--- config.mk ---
export PLATFORM = sky130hd
export DESIGN_NAME = quadcopter_rc_packet_builder_unit
export DESIGN_NICKNAME = d
export VERILOG_FILES = /design/src/qrc_pkg.sv /design/src/quadcopter_rc_packet_builder_unit.sv /design/src/qrc_stick_scale.sv /design/src/qrc_front.sv /design/src/qrc_queue.sv /design/src/qrc_serializer.sv
export SDC_FILE = /design/constraint.sdc
export NUM_CORES = 2
export LEC_CHECK = 0
export BUFFER_PORTS_ARGS = -buffer_cell sky130_fd_sc_hd__clkbuf_2
export CAP_MARGIN = 20
export CORE_MARGIN = 1
export CORE_UTILIZATION = 33
export CTS_CLUSTER_SIZE = 24
export DETAILED_ROUTE_END_ITERATION = 8
export GPL_TIMING_DRIVEN = 0
export HOLD_SLACK_MARGIN = 0.1
export SYNTH_ARGS = -nofsm -noshare
export SYNTH_HDL_FRONTEND = slang
export SYNTH_SLANG_ARGS = --single-unit
--- constraint.sdc ---
create_clock -name aclk -period 12.3 [get_ports aclk]
set_clock_uncertainty 0.05 [all_clocks]
set_input_delay 2.46 -clock aclk [delete_from_list [all_inputs] [get_ports aclk]]
set_output_delay 2.46 -clock aclk [all_outputs]
set_load 0.01 [all_outputs]
--- src/qrc_pkg.sv ---
// Shared types and constants of the quadcopter RC packet builder.
// No dependencies; imported by every module of the block.
`timescale 1ns / 1ps

package qrc_pkg;

    localparam int FULL_SCALE_DEF  = 500;
    localparam int QUEUE_DEPTH_DEF = 2;
    localparam int FRAME_BYTES     = 16;
    localparam int POS_W           = 4;
    localparam int CFG_INDEX_W     = 8;
    localparam int CFG_DATA_W      = 32;

    // Configuration register indexes.
    localparam logic [CFG_INDEX_W-1:0] REG_VIDEO_FREQ_OPTION = 8'd0;
    localparam logic [CFG_INDEX_W-1:0] REG_TRANSMITTER_ID    = 8'd1;
    localparam logic [CFG_INDEX_W-1:0] REG_SESSION_ID        = 8'd2;
    localparam logic [CFG_INDEX_W-1:0] REG_RADIO_CHANNEL     = 8'd3;

    // Register reset values.
    localparam logic [6:0]  RST_VIDEO_FREQ_OPTION = 7'd0;
    localparam logic [31:0] RST_TRANSMITTER_ID    = 32'hdb04_2679;
    localparam logic [31:0] RST_SESSION_ID        = 32'd0;
    localparam logic [7:0]  RST_RADIO_CHANNEL     = 8'd20;

    // Frame contents.
    localparam logic [7:0]  HDR_VIDEO     = 8'h40;
    localparam logic [7:0]  HDR_THROTTLE  = 8'h20;
    localparam logic [7:0]  VIDEO_TRAILER = 8'h82;
    localparam logic [7:0]  DATA_TAIL     = 8'h64;
    localparam logic [7:0]  BIND_B6       = 8'h08;
    localparam logic [7:0]  BIND_B7       = 8'he4;
    localparam logic [7:0]  BIND_B8       = 8'hea;
    localparam logic [7:0]  BIND_B9       = 8'h9e;
    localparam logic [7:0]  BIND_B10      = 8'h50;
    localparam logic [7:0]  FLAGS_STARTUP = 8'h0e;
    localparam logic [7:0]  FLAGS_BASE    = 8'h02;
    localparam logic [7:0]  LED_FLAG_BIT  = 8'h04;
    localparam logic [7:0]  FLIP_FLAG_BIT = 8'h08;
    localparam logic [7:0]  VIDEO_FLAG_BIT = 8'h01;
    localparam logic [12:0] FREQ_BASE     = 13'd5645;
    localparam logic [6:0]  STARTUP_FRAMES = 7'd100;
    localparam logic [6:0]  COUNT_MAX     = 7'd127;

    localparam logic [POS_W-1:0] LAST_POS = POS_W'(FRAME_BYTES - 1);

    typedef struct packed {
        logic               mode;
        logic [7:0]         bind_code;
        logic signed [15:0] throttle;
        logic signed [15:0] rudder;
        logic signed [15:0] elevator;
        logic signed [15:0] aileron;
        logic signed [15:0] aux_led;
        logic signed [15:0] aux_flip;
        logic signed [15:0] aux_video;
    } in_item_t;

    typedef struct packed {
        logic [7:0]       frame_byte;
        logic [POS_W-1:0] byte_position;
        logic             last_byte;
    } out_item_t;

    // Frame body, bytes 0 to 14; the checksum is added while serializing.
    typedef logic [FRAME_BYTES-2:0][7:0] frame_body_t;

    // Queue handshake status seen by the serializer.
    typedef struct packed {
        logic valid;
        logic ready;
    } queue_ctl_t;

endpackage

--- src/quadcopter_rc_packet_builder_unit.sv ---
// Top level of the quadcopter RC packet builder: front end, frame queue and serializer.
// Depends on qrc_pkg, qrc_front, qrc_queue and qrc_serializer.
//
//   Channel  | Ports                                 | Carries
//   ---------+---------------------------------------+--------------------------------
//   request  | s_valid / s_ready / s_data            | one frame request (in_item_t)
//   result   | m_valid / m_ready / m_data            | one frame byte (out_item_t)
//   config   | cfg_valid / cfg_ready / cfg_index,data| register write, always ready
//
// Each request yields sixteen bytes, one per cycle from the serializer while m_ready
// stays high; the front end takes new requests while earlier frames are still being sent.
// A request reaches the first byte through the first scaler stage, loaded on the accepting edge,
// then two more scaler stages, the queue and the output register.
// Reset is synchronous on aresetn low and restores the registers and frame state.
// While m_ready is low the output holds; the front end keeps taking requests
// until its three stages and the queue are full.
`timescale 1ns / 1ps

module quadcopter_rc_packet_builder_unit
    import qrc_pkg::*;
#(
    parameter int FULL_SCALE  = FULL_SCALE_DEF,
    parameter int QUEUE_DEPTH = QUEUE_DEPTH_DEF
) (
    input  logic                   aclk,
    input  logic                   aresetn,
    input  logic                   s_valid,
    output logic                   s_ready,
    input  in_item_t               s_data,
    output logic                   m_valid,
    input  logic                   m_ready,
    output out_item_t              m_data,
    input  logic                   cfg_valid,
    output logic                   cfg_ready,
    input  logic [CFG_INDEX_W-1:0] cfg_index,
    input  logic [CFG_DATA_W-1:0]  cfg_data
);

    logic        push_valid;
    logic        push_ready;
    frame_body_t push_data;
    queue_ctl_t  head_ctl;
    frame_body_t head_data;
    logic        pop;

    assign cfg_ready = 1'b1;

    qrc_front #(.FULL_SCALE(FULL_SCALE)) u_front (
        .aclk       (aclk),
        .aresetn    (aresetn),
        .s_valid    (s_valid),
        .s_ready    (s_ready),
        .s_data     (s_data),
        .cfg_valid  (cfg_valid),
        .cfg_index  (cfg_index),
        .cfg_data   (cfg_data),
        .push_valid (push_valid),
        .push_ready (push_ready),
        .push_data  (push_data)
    );

    qrc_queue #(.DEPTH(QUEUE_DEPTH)) u_queue (
        .aclk       (aclk),
        .aresetn    (aresetn),
        .push_valid (push_valid),
        .push_ready (push_ready),
        .push_data  (push_data),
        .pop_ctl_o  (head_ctl),
        .pop        (pop),
        .pop_data   (head_data)
    );

    qrc_serializer u_ser (
        .aclk      (aclk),
        .aresetn   (aresetn),
        .head_ctl  (head_ctl),
        .head_data (head_data),
        .pop       (pop),
        .m_valid   (m_valid),
        .m_ready   (m_ready),
        .m_data    (m_data)
    );

endmodule

--- src/qrc_stick_scale.sv ---
// Three-stage stick scaler: control*128/FULL_SCALE+128, truncated, clamped to 0..255.
// Uses a reciprocal multiply with one correction step; depends on qrc_pkg.
`timescale 1ns / 1ps

module qrc_stick_scale
    import qrc_pkg::*;
#(
    parameter int FULL_SCALE = FULL_SCALE_DEF
) (
    input  logic               aclk,
    input  logic               en,
    input  logic signed [15:0] stick,
    output logic [7:0]         scaled
);

    localparam int A_W = 23;
    localparam int RECIP_W = 24;
    localparam logic [RECIP_W-1:0] RECIP = RECIP_W'((64'd1 << A_W) / FULL_SCALE);
    localparam logic [A_W-1:0] FS_A = A_W'(FULL_SCALE);
    localparam logic [A_W-1:0] SAT_LIMIT = A_W'(128 * FULL_SCALE);

    logic                     sign1_reg;
    logic [15:0]              mag1_reg;
    logic                     sign2_reg;
    logic                     sat2_reg;
    logic [A_W-1:0]           a2_reg;
    logic [A_W+RECIP_W-1:0]   prod2_reg;
    logic                     sign3_reg;
    logic                     sat3_reg;
    logic [7:0]               q3_reg;

    logic [A_W-1:0] a1;
    logic [6:0]     q0;
    logic [A_W-1:0] rem;

    assign a1  = {mag1_reg, 7'b0};
    assign q0  = prod2_reg[A_W+6:A_W];
    assign rem = a2_reg - A_W'({16'b0, q0} * FS_A);

    always_ff @(posedge aclk) begin
        if (en) begin
            sign1_reg <= stick[15];
            mag1_reg  <= stick[15] ? 16'(-stick) : 16'(stick);
            sign2_reg <= sign1_reg;
            a2_reg    <= a1;
            sat2_reg  <= (a1 >= SAT_LIMIT);
            prod2_reg <= (A_W+RECIP_W)'(a1) * (A_W+RECIP_W)'(RECIP);
            sign3_reg <= sign2_reg;
            sat3_reg  <= sat2_reg;
            q3_reg    <= (rem >= FS_A) ? 8'({1'b0, q0}) + 8'd1 : 8'({1'b0, q0});
        end
    end

    // A quotient of 128 or more saturates either way.
    always_comb begin
        if (sat3_reg) begin
            scaled = sign3_reg ? 8'd0 : 8'd255;
        end else if (sign3_reg) begin
            scaled = 8'd128 - q3_reg;
        end else begin
            scaled = 8'd128 + q3_reg;
        end
    end

endmodule

--- src/qrc_front.sv ---
// Front end: configuration registers, request intake, frame-count state and frame assembly.
// Instantiates qrc_stick_scale; depends on qrc_pkg.
`timescale 1ns / 1ps

module qrc_front
    import qrc_pkg::*;
#(
    parameter int FULL_SCALE = FULL_SCALE_DEF
) (
    input  logic                   aclk,
    input  logic                   aresetn,
    input  logic                   s_valid,
    output logic                   s_ready,
    input  in_item_t               s_data,
    input  logic                   cfg_valid,
    input  logic [CFG_INDEX_W-1:0] cfg_index,
    input  logic [CFG_DATA_W-1:0]  cfg_data,
    output logic                   push_valid,
    input  logic                   push_ready,
    output frame_body_t            push_data
);

    typedef struct packed {
        logic        mode;
        logic [7:0]  bind_code;
        logic        video;
        logic [12:0] freq;
        logic [7:0]  flags;
    } ctl_t;

    logic [6:0]  opt_reg;
    logic [31:0] tid_reg;
    logic [31:0] sid_reg;
    logic [7:0]  chan_reg;
    logic [6:0]  count_reg;
    logic [6:0]  count_next;
    logic [12:0] sent_reg;
    logic [12:0] sent_next;

    logic v1_reg, v2_reg, v3_reg;
    ctl_t c1_reg, c2_reg, c3_reg;
    ctl_t c0;

    logic        adv;
    logic        accept;
    logic [12:0] freq_now;
    logic        video_now;
    logic [6:0]  count_mid;
    logic        startup;
    logic [7:0]  thr_b, rud_b, ele_b, ail_b;

    assign adv        = !v3_reg || push_ready;
    assign s_ready    = adv;
    assign accept     = s_valid && adv;
    assign push_valid = v3_reg;

    // Video frames bump the counter before the flags decision sees it.
    always_comb begin
        freq_now  = FREQ_BASE + 13'({opt_reg, 2'b00}) + 13'(opt_reg);
        video_now = (sent_reg != freq_now) || (count_reg == STARTUP_FRAMES);
        count_mid = (video_now && count_reg != COUNT_MAX) ? count_reg + 7'd1 : count_reg;
        startup   = (count_mid < STARTUP_FRAMES);
        count_next = startup ? count_mid + 7'd1 : count_mid;
        sent_next  = video_now ? freq_now : sent_reg;

        c0.mode      = s_data.mode;
        c0.bind_code = s_data.bind_code;
        c0.video     = video_now;
        c0.freq      = freq_now;
        if (startup) begin
            c0.flags = FLAGS_STARTUP;
        end else begin
            c0.flags = FLAGS_BASE
                     | (!s_data.aux_led[15]  ? LED_FLAG_BIT  : 8'h00)
                     | (!s_data.aux_flip[15] ? FLIP_FLAG_BIT : 8'h00)
                     | ((!s_data.aux_video[15] && s_data.aux_video != 16'sd0)
                        ? VIDEO_FLAG_BIT : 8'h00);
        end
    end

    always_ff @(posedge aclk) begin
        if (!aresetn) begin
            opt_reg   <= RST_VIDEO_FREQ_OPTION;
            tid_reg   <= RST_TRANSMITTER_ID;
            sid_reg   <= RST_SESSION_ID;
            chan_reg  <= RST_RADIO_CHANNEL;
            count_reg <= '0;
            sent_reg  <= '0;
            v1_reg    <= 1'b0;
            v2_reg    <= 1'b0;
            v3_reg    <= 1'b0;
        end else begin
            if (cfg_valid) begin
                case (cfg_index)
                    REG_VIDEO_FREQ_OPTION: opt_reg  <= cfg_data[6:0];
                    REG_TRANSMITTER_ID:    tid_reg  <= cfg_data;
                    REG_SESSION_ID:        sid_reg  <= cfg_data;
                    REG_RADIO_CHANNEL:     chan_reg <= cfg_data[7:0];
                    default: ;
                endcase
            end
            // Bind requests leave the frame state alone.
            if (accept && !s_data.mode) begin
                count_reg <= count_next;
                sent_reg  <= sent_next;
            end
            if (adv) begin
                v1_reg <= s_valid;
                v2_reg <= v1_reg;
                v3_reg <= v2_reg;
            end
        end
    end

    always_ff @(posedge aclk) begin
        if (adv) begin
            c1_reg <= c0;
            c2_reg <= c1_reg;
            c3_reg <= c2_reg;
        end
    end

    qrc_stick_scale #(.FULL_SCALE(FULL_SCALE)) u_thr (
        .aclk(aclk), .en(adv), .stick(s_data.throttle), .scaled(thr_b)
    );
    qrc_stick_scale #(.FULL_SCALE(FULL_SCALE)) u_rud (
        .aclk(aclk), .en(adv), .stick(s_data.rudder), .scaled(rud_b)
    );
    qrc_stick_scale #(.FULL_SCALE(FULL_SCALE)) u_ele (
        .aclk(aclk), .en(adv), .stick(s_data.elevator), .scaled(ele_b)
    );
    qrc_stick_scale #(.FULL_SCALE(FULL_SCALE)) u_ail (
        .aclk(aclk), .en(adv), .stick(s_data.aileron), .scaled(ail_b)
    );

    always_comb begin
        push_data = '0;
        if (c3_reg.mode) begin
            push_data[0]  = c3_reg.bind_code;
            push_data[1]  = chan_reg;
            push_data[2]  = sid_reg[31:24];
            push_data[3]  = sid_reg[23:16];
            push_data[4]  = sid_reg[15:8];
            push_data[5]  = sid_reg[7:0];
            push_data[6]  = BIND_B6;
            push_data[7]  = BIND_B7;
            push_data[8]  = BIND_B8;
            push_data[9]  = BIND_B9;
            push_data[10] = BIND_B10;
        end else begin
            if (c3_reg.video) begin
                push_data[0] = HDR_VIDEO;
                push_data[1] = 8'({3'b000, c3_reg.freq[12:8]});
                push_data[2] = c3_reg.freq[7:0];
                push_data[3] = VIDEO_TRAILER;
            end else begin
                push_data[0] = HDR_THROTTLE;
                push_data[2] = thr_b;
            end
            push_data[4]  = ~rud_b;
            push_data[6]  = ~ele_b;
            push_data[8]  = ail_b;
            push_data[9]  = c3_reg.flags;
            push_data[10] = DATA_TAIL;
        end
        push_data[11] = tid_reg[31:24];
        push_data[12] = tid_reg[23:16];
        push_data[13] = tid_reg[15:8];
        push_data[14] = tid_reg[7:0];
    end

endmodule

--- src/qrc_queue.sv ---
// Short register queue of assembled frame bodies between front end and serializer.
// Depends on qrc_pkg.
`timescale 1ns / 1ps

module qrc_queue
    import qrc_pkg::*;
#(
    parameter int DEPTH = QUEUE_DEPTH_DEF
) (
    input  logic        aclk,
    input  logic        aresetn,
    input  logic        push_valid,
    output logic        push_ready,
    input  frame_body_t push_data,
    output queue_ctl_t  pop_ctl_o,
    input  logic        pop,
    output frame_body_t pop_data
);

    localparam int PTR_W = (DEPTH > 1) ? $clog2(DEPTH) : 1;
    localparam int CNT_W = $clog2(DEPTH + 1);
    localparam logic [PTR_W-1:0] PTR_LAST = PTR_W'(DEPTH - 1);
    localparam logic [CNT_W-1:0] CNT_FULL = CNT_W'(DEPTH);

    frame_body_t      mem_reg [DEPTH];
    logic [PTR_W-1:0] wr_reg;
    logic [PTR_W-1:0] rd_reg;
    logic [CNT_W-1:0] cnt_reg;
    logic             do_push;
    logic             do_pop;

    assign push_ready      = (cnt_reg != CNT_FULL);
    assign pop_ctl_o.valid = (cnt_reg != '0);
    assign pop_ctl_o.ready = push_ready;
    assign pop_data        = mem_reg[rd_reg];
    assign do_push         = push_valid && push_ready;
    assign do_pop          = pop && pop_ctl_o.valid;

    always_ff @(posedge aclk) begin
        if (!aresetn) begin
            wr_reg  <= '0;
            rd_reg  <= '0;
            cnt_reg <= '0;
        end else begin
            if (do_push) begin
                wr_reg <= (wr_reg == PTR_LAST) ? '0 : wr_reg + PTR_W'(1);
            end
            if (do_pop) begin
                rd_reg <= (rd_reg == PTR_LAST) ? '0 : rd_reg + PTR_W'(1);
            end
            if (do_push && !do_pop) begin
                cnt_reg <= cnt_reg + CNT_W'(1);
            end else if (do_pop && !do_push) begin
                cnt_reg <= cnt_reg - CNT_W'(1);
            end
        end
    end

    always_ff @(posedge aclk) begin
        if (do_push) begin
            mem_reg[wr_reg] <= push_data;
        end
    end

endmodule

--- src/qrc_serializer.sv ---
// Back end: sends the head frame one byte per cycle unless m_ready stalls it,
// and appends the negated byte sum. Depends on qrc_pkg.
`timescale 1ns / 1ps

module qrc_serializer
    import qrc_pkg::*;
(
    input  logic        aclk,
    input  logic        aresetn,
    input  queue_ctl_t  head_ctl,
    input  frame_body_t head_data,
    output logic        pop,
    output logic        m_valid,
    input  logic        m_ready,
    output out_item_t   m_data
);

    logic [POS_W-1:0] pos_reg;
    logic [7:0]       sum_reg;
    logic             m_valid_reg;
    out_item_t        m_data_reg;
    logic             emit;
    logic             at_last;
    logic [7:0]       byte_now;

    assign emit    = head_ctl.valid && (!m_valid_reg || m_ready);
    assign at_last = (pos_reg == LAST_POS);
    assign pop     = emit && at_last;
    assign byte_now = at_last ? 8'(8'd0 - sum_reg) : head_data[pos_reg];
    assign m_valid = m_valid_reg;
    assign m_data  = m_data_reg;

    always_ff @(posedge aclk) begin
        if (!aresetn) begin
            pos_reg     <= '0;
            sum_reg     <= '0;
            m_valid_reg <= 1'b0;
        end else begin
            if (emit) begin
                m_valid_reg <= 1'b1;
                pos_reg     <= pos_reg + POS_W'(1);
                sum_reg     <= at_last ? 8'd0 : sum_reg + byte_now;
            end else if (m_ready) begin
                m_valid_reg <= 1'b0;
            end
        end
    end

    always_ff @(posedge aclk) begin
        if (emit) begin
            m_data_reg.frame_byte    <= byte_now;
            m_data_reg.byte_position <= pos_reg;
            m_data_reg.last_byte     <= at_last;
        end
    end

endmodule

==> key figures <==
Setup path
  – Worst Path Required: 12630 ps
  – Setup Crit Path Kind: flop to flop
  – Crit Path Max Fanout: 10
  – Worst reg2reg setup slack: 4630 ps
  – Crit end category: flop
  – Critical Path AT: 8000 ps
  – CP startpoint kind: flop
  – Reg2Reg Depth: 26

Clock network
  – Number of buffers created by CTS: 71
  – CTS H-tree lvls: 3
  – Clock slew at reported path FFs: 60 ps
  – CTS hold repair buffers: 0
  – Clock Path Buffers: 3
  – Clock Sink Count: 618
  – CTS tree: built
  – CTS Root Cell: clkbuf_16
  – Clock insertion delay at the later pin of the skew report: 650 ps
  – Count of cells resized by post-cts repair: 0
  – Post-CTS setup buffers: 0

Placed design
  – Port Buffers: 150
  – DP Wirelength: 75.46 mm
  – GP Congestion: 0.8432

Logic synthesis
  – Post-Synthesis Net Count: 4818
  – Synth warn: 0
  – Post-synthesis cell area: 0.04250 mm²
  – Post-synthesis sequential area ratio: 40.84%
  – Leading area contributor after synthesis: edfxtp_1
  – Cell variety after synth: 91
  – Synth top cells by count: 633 x ha_1, 593 x inv_1, 498 x edfxtp_1
  – Post-synth top area share: 35.19%
  – Synth Register Bits: 618
  – Share of flip-flops with an asynchronous set or reset: 0%
  – Synth Area per Inst: 11.06 µm²
  – Synth Instances: 3842
  – Synth Flop Type: edfxtp_1
  – Most frequent cell after synthesis: ha_1
  – Post-synth EDFFs: 498
  – Synth top area cells: edfxtp_1 35%, ha_1 19%, fa_1 8.3%

Timing
  – Hold WS: 353.6 ps
  – Final setup fails: 0
  – Max-slew violation count: 0
  – Slew @ Worst Pin: 953.5 ps
  – Unrepaired setup endpoints after global routing: false
  – Final Hold Vio Count: 0
  – Slew margin rel.: 36.43%
  – Tmin final: 7671 ps
  – Period utilization: 62.37%
  – Fmax: 130.4 MHz

Run status
  – Status: finished clean

Min path
  – Hold path cells: 0
  – Worst min-delay path category: flop to flop

Die
  – IO Pins: 182
  – Die X: 360.9 µm
  – Die H: 360.9 µm
  – Num rows: 131
  – Initial Util: 33.29%
  – Core Region: 0.1277 mm²
  – Die ar.: 0.1302 mm²

Drt
  – Final wirelength: 96.77 mm
  – Post-DRT Antenna Nets: 0
  – First-pass DRT Iterations: 7
  – DRT iter0 DRCs: 1720
  – DRC viols: 0
  – Detailed-route via count: 28225
  – Wirelength per Cell: 16.65 µm
  – Vias per cell: 4.856

Flow run
  – MaxCap Viol Count: 0

Finish
  – Share of layout cells above drive strength 1: 8.946%
  – Area Overhead vs Synth: 13.13%
  – Layout net count: 5066
  – Max reg flops: 202

Global routing
  – Largest net degree at the start of global routing: 54
  – Initial antenna violation count: 16
  – Total GRT Usage: 14.97%
  – First-pass GRT wire length: 154.1 mm
  – Vias in the first global route: 28361
  – GR Overflow Total: 0
-- metal layers --
layer | wire [µm] | part of all wire (%) | up-vias | global-route usage [%]
li1 | - | - | 13874 | -
met1 | 44140 | 46 | 13615 | 20.09
met2 | 43760 | 45 | 576 | 24.10
met3 | 6443 | 6.7 | 134 | 3.249
met4 | 2268 | 2.3 | 26 | 4.380
met5 | 159 | 0.16 | - | 0
-- cell type report --
type                       count  area (µm²)
multi-input combinational   2535       22550
antenna                        3       7.507
timing repair buffer         175        1239
buffer                        95       384.1
clock buffer                  93        1921
fill                       12469       79600
clock inverter                37       314.1
sequential                   618       17360
tap                         1662        2079
inverter                     594        2230
-- worst max-delay path, stage by stage (launching register included) --
cell and delay, ps:
edfxtp_1 580, fa_1 610, fa_1 530, inv_1 50
fa_1 510, fa_1 530, inv_1 40, ha_1 300
inv_1 90, o21bai_1 90, a21oi_1 220, nor2b_1 70
o21a_1 180, o21ai_0 150, nand2b_1 70, a21oi_1 170
xor2_1 90, ha_1 270, clkbuf_1 320, mux2_2 380
nor3_1 180, o21ai_0 100, a221oi_1 230, nand3_1 130
or4_1 530, a2111oi_4 530, mux2_2 400
-- final timing paths --
| kind | end | from |
|---|---|---|
| setup / recovery | u_front.u_thr.q3_reg[1] | u_front.u_thr.prod2_reg[23] |
| hold / removal | u_front.c2_reg[2] | u_front.c1_reg[2] |
| setup reg to reg | u_front.u_thr.q3_reg[1] | u_front.u_thr.prod2_reg[23] |
| hold reg to reg | u_front.c2_reg[2] | u_front.c1_reg[2] |
-- metrics by stage --
step / instance area (µm²) / util [%] / std cells / setup TNS (ps) / setup slack (ps)
2_1_floorplan: 42500 / - / 3842 / 0 / 1290
3_3_place_gp: 45330 / 35.50 / 5654 / -529870 / -4226
3_5_place_dp: 45810 / 35.88 / 5677 / 0 / 4589
4_1_cts: 48040 / 37.63 / 5807 / 0 / 4546
5_1_grt: 48070 / 37.65 / 5810 / 0 / 3964
6_report: 48080 / 37.66 / 5812 / 0 / 4629
-- logic make-up (layout without fill, tap and decap cells) --
kind of cell,count (synthesis),count (layout),share of synthesized area [%]
XOR/XNOR,224,224,4.701
buffers and inverters,689,994,6.150
AO/OA/AOI/OAI,582,582,8.747
multiplexers,96,96,3.444
AND/OR/NAND/NOR,822,822,9.138
flip-flops,618,618,40.84
other,1,4,0.008823
adder cells (fa/ha/maj),810,810,26.97
-- placed cells by master (no fill, tap or decap), drive strengths merged, types with 56 or more instances in the layout --
cell and instances:
ha 633, fa 177, a21oi 202, nand2 320, inv 601, nor3 56
xnor2 167, nand3 60, o21ai 118, dfxtp 120, nor2 173, clkbuf 318
edfxtp 498
Power is left out: the tool's default activity adds up to more than one toggle a clock period on the data nets, which glitch-free logic cannot reach.
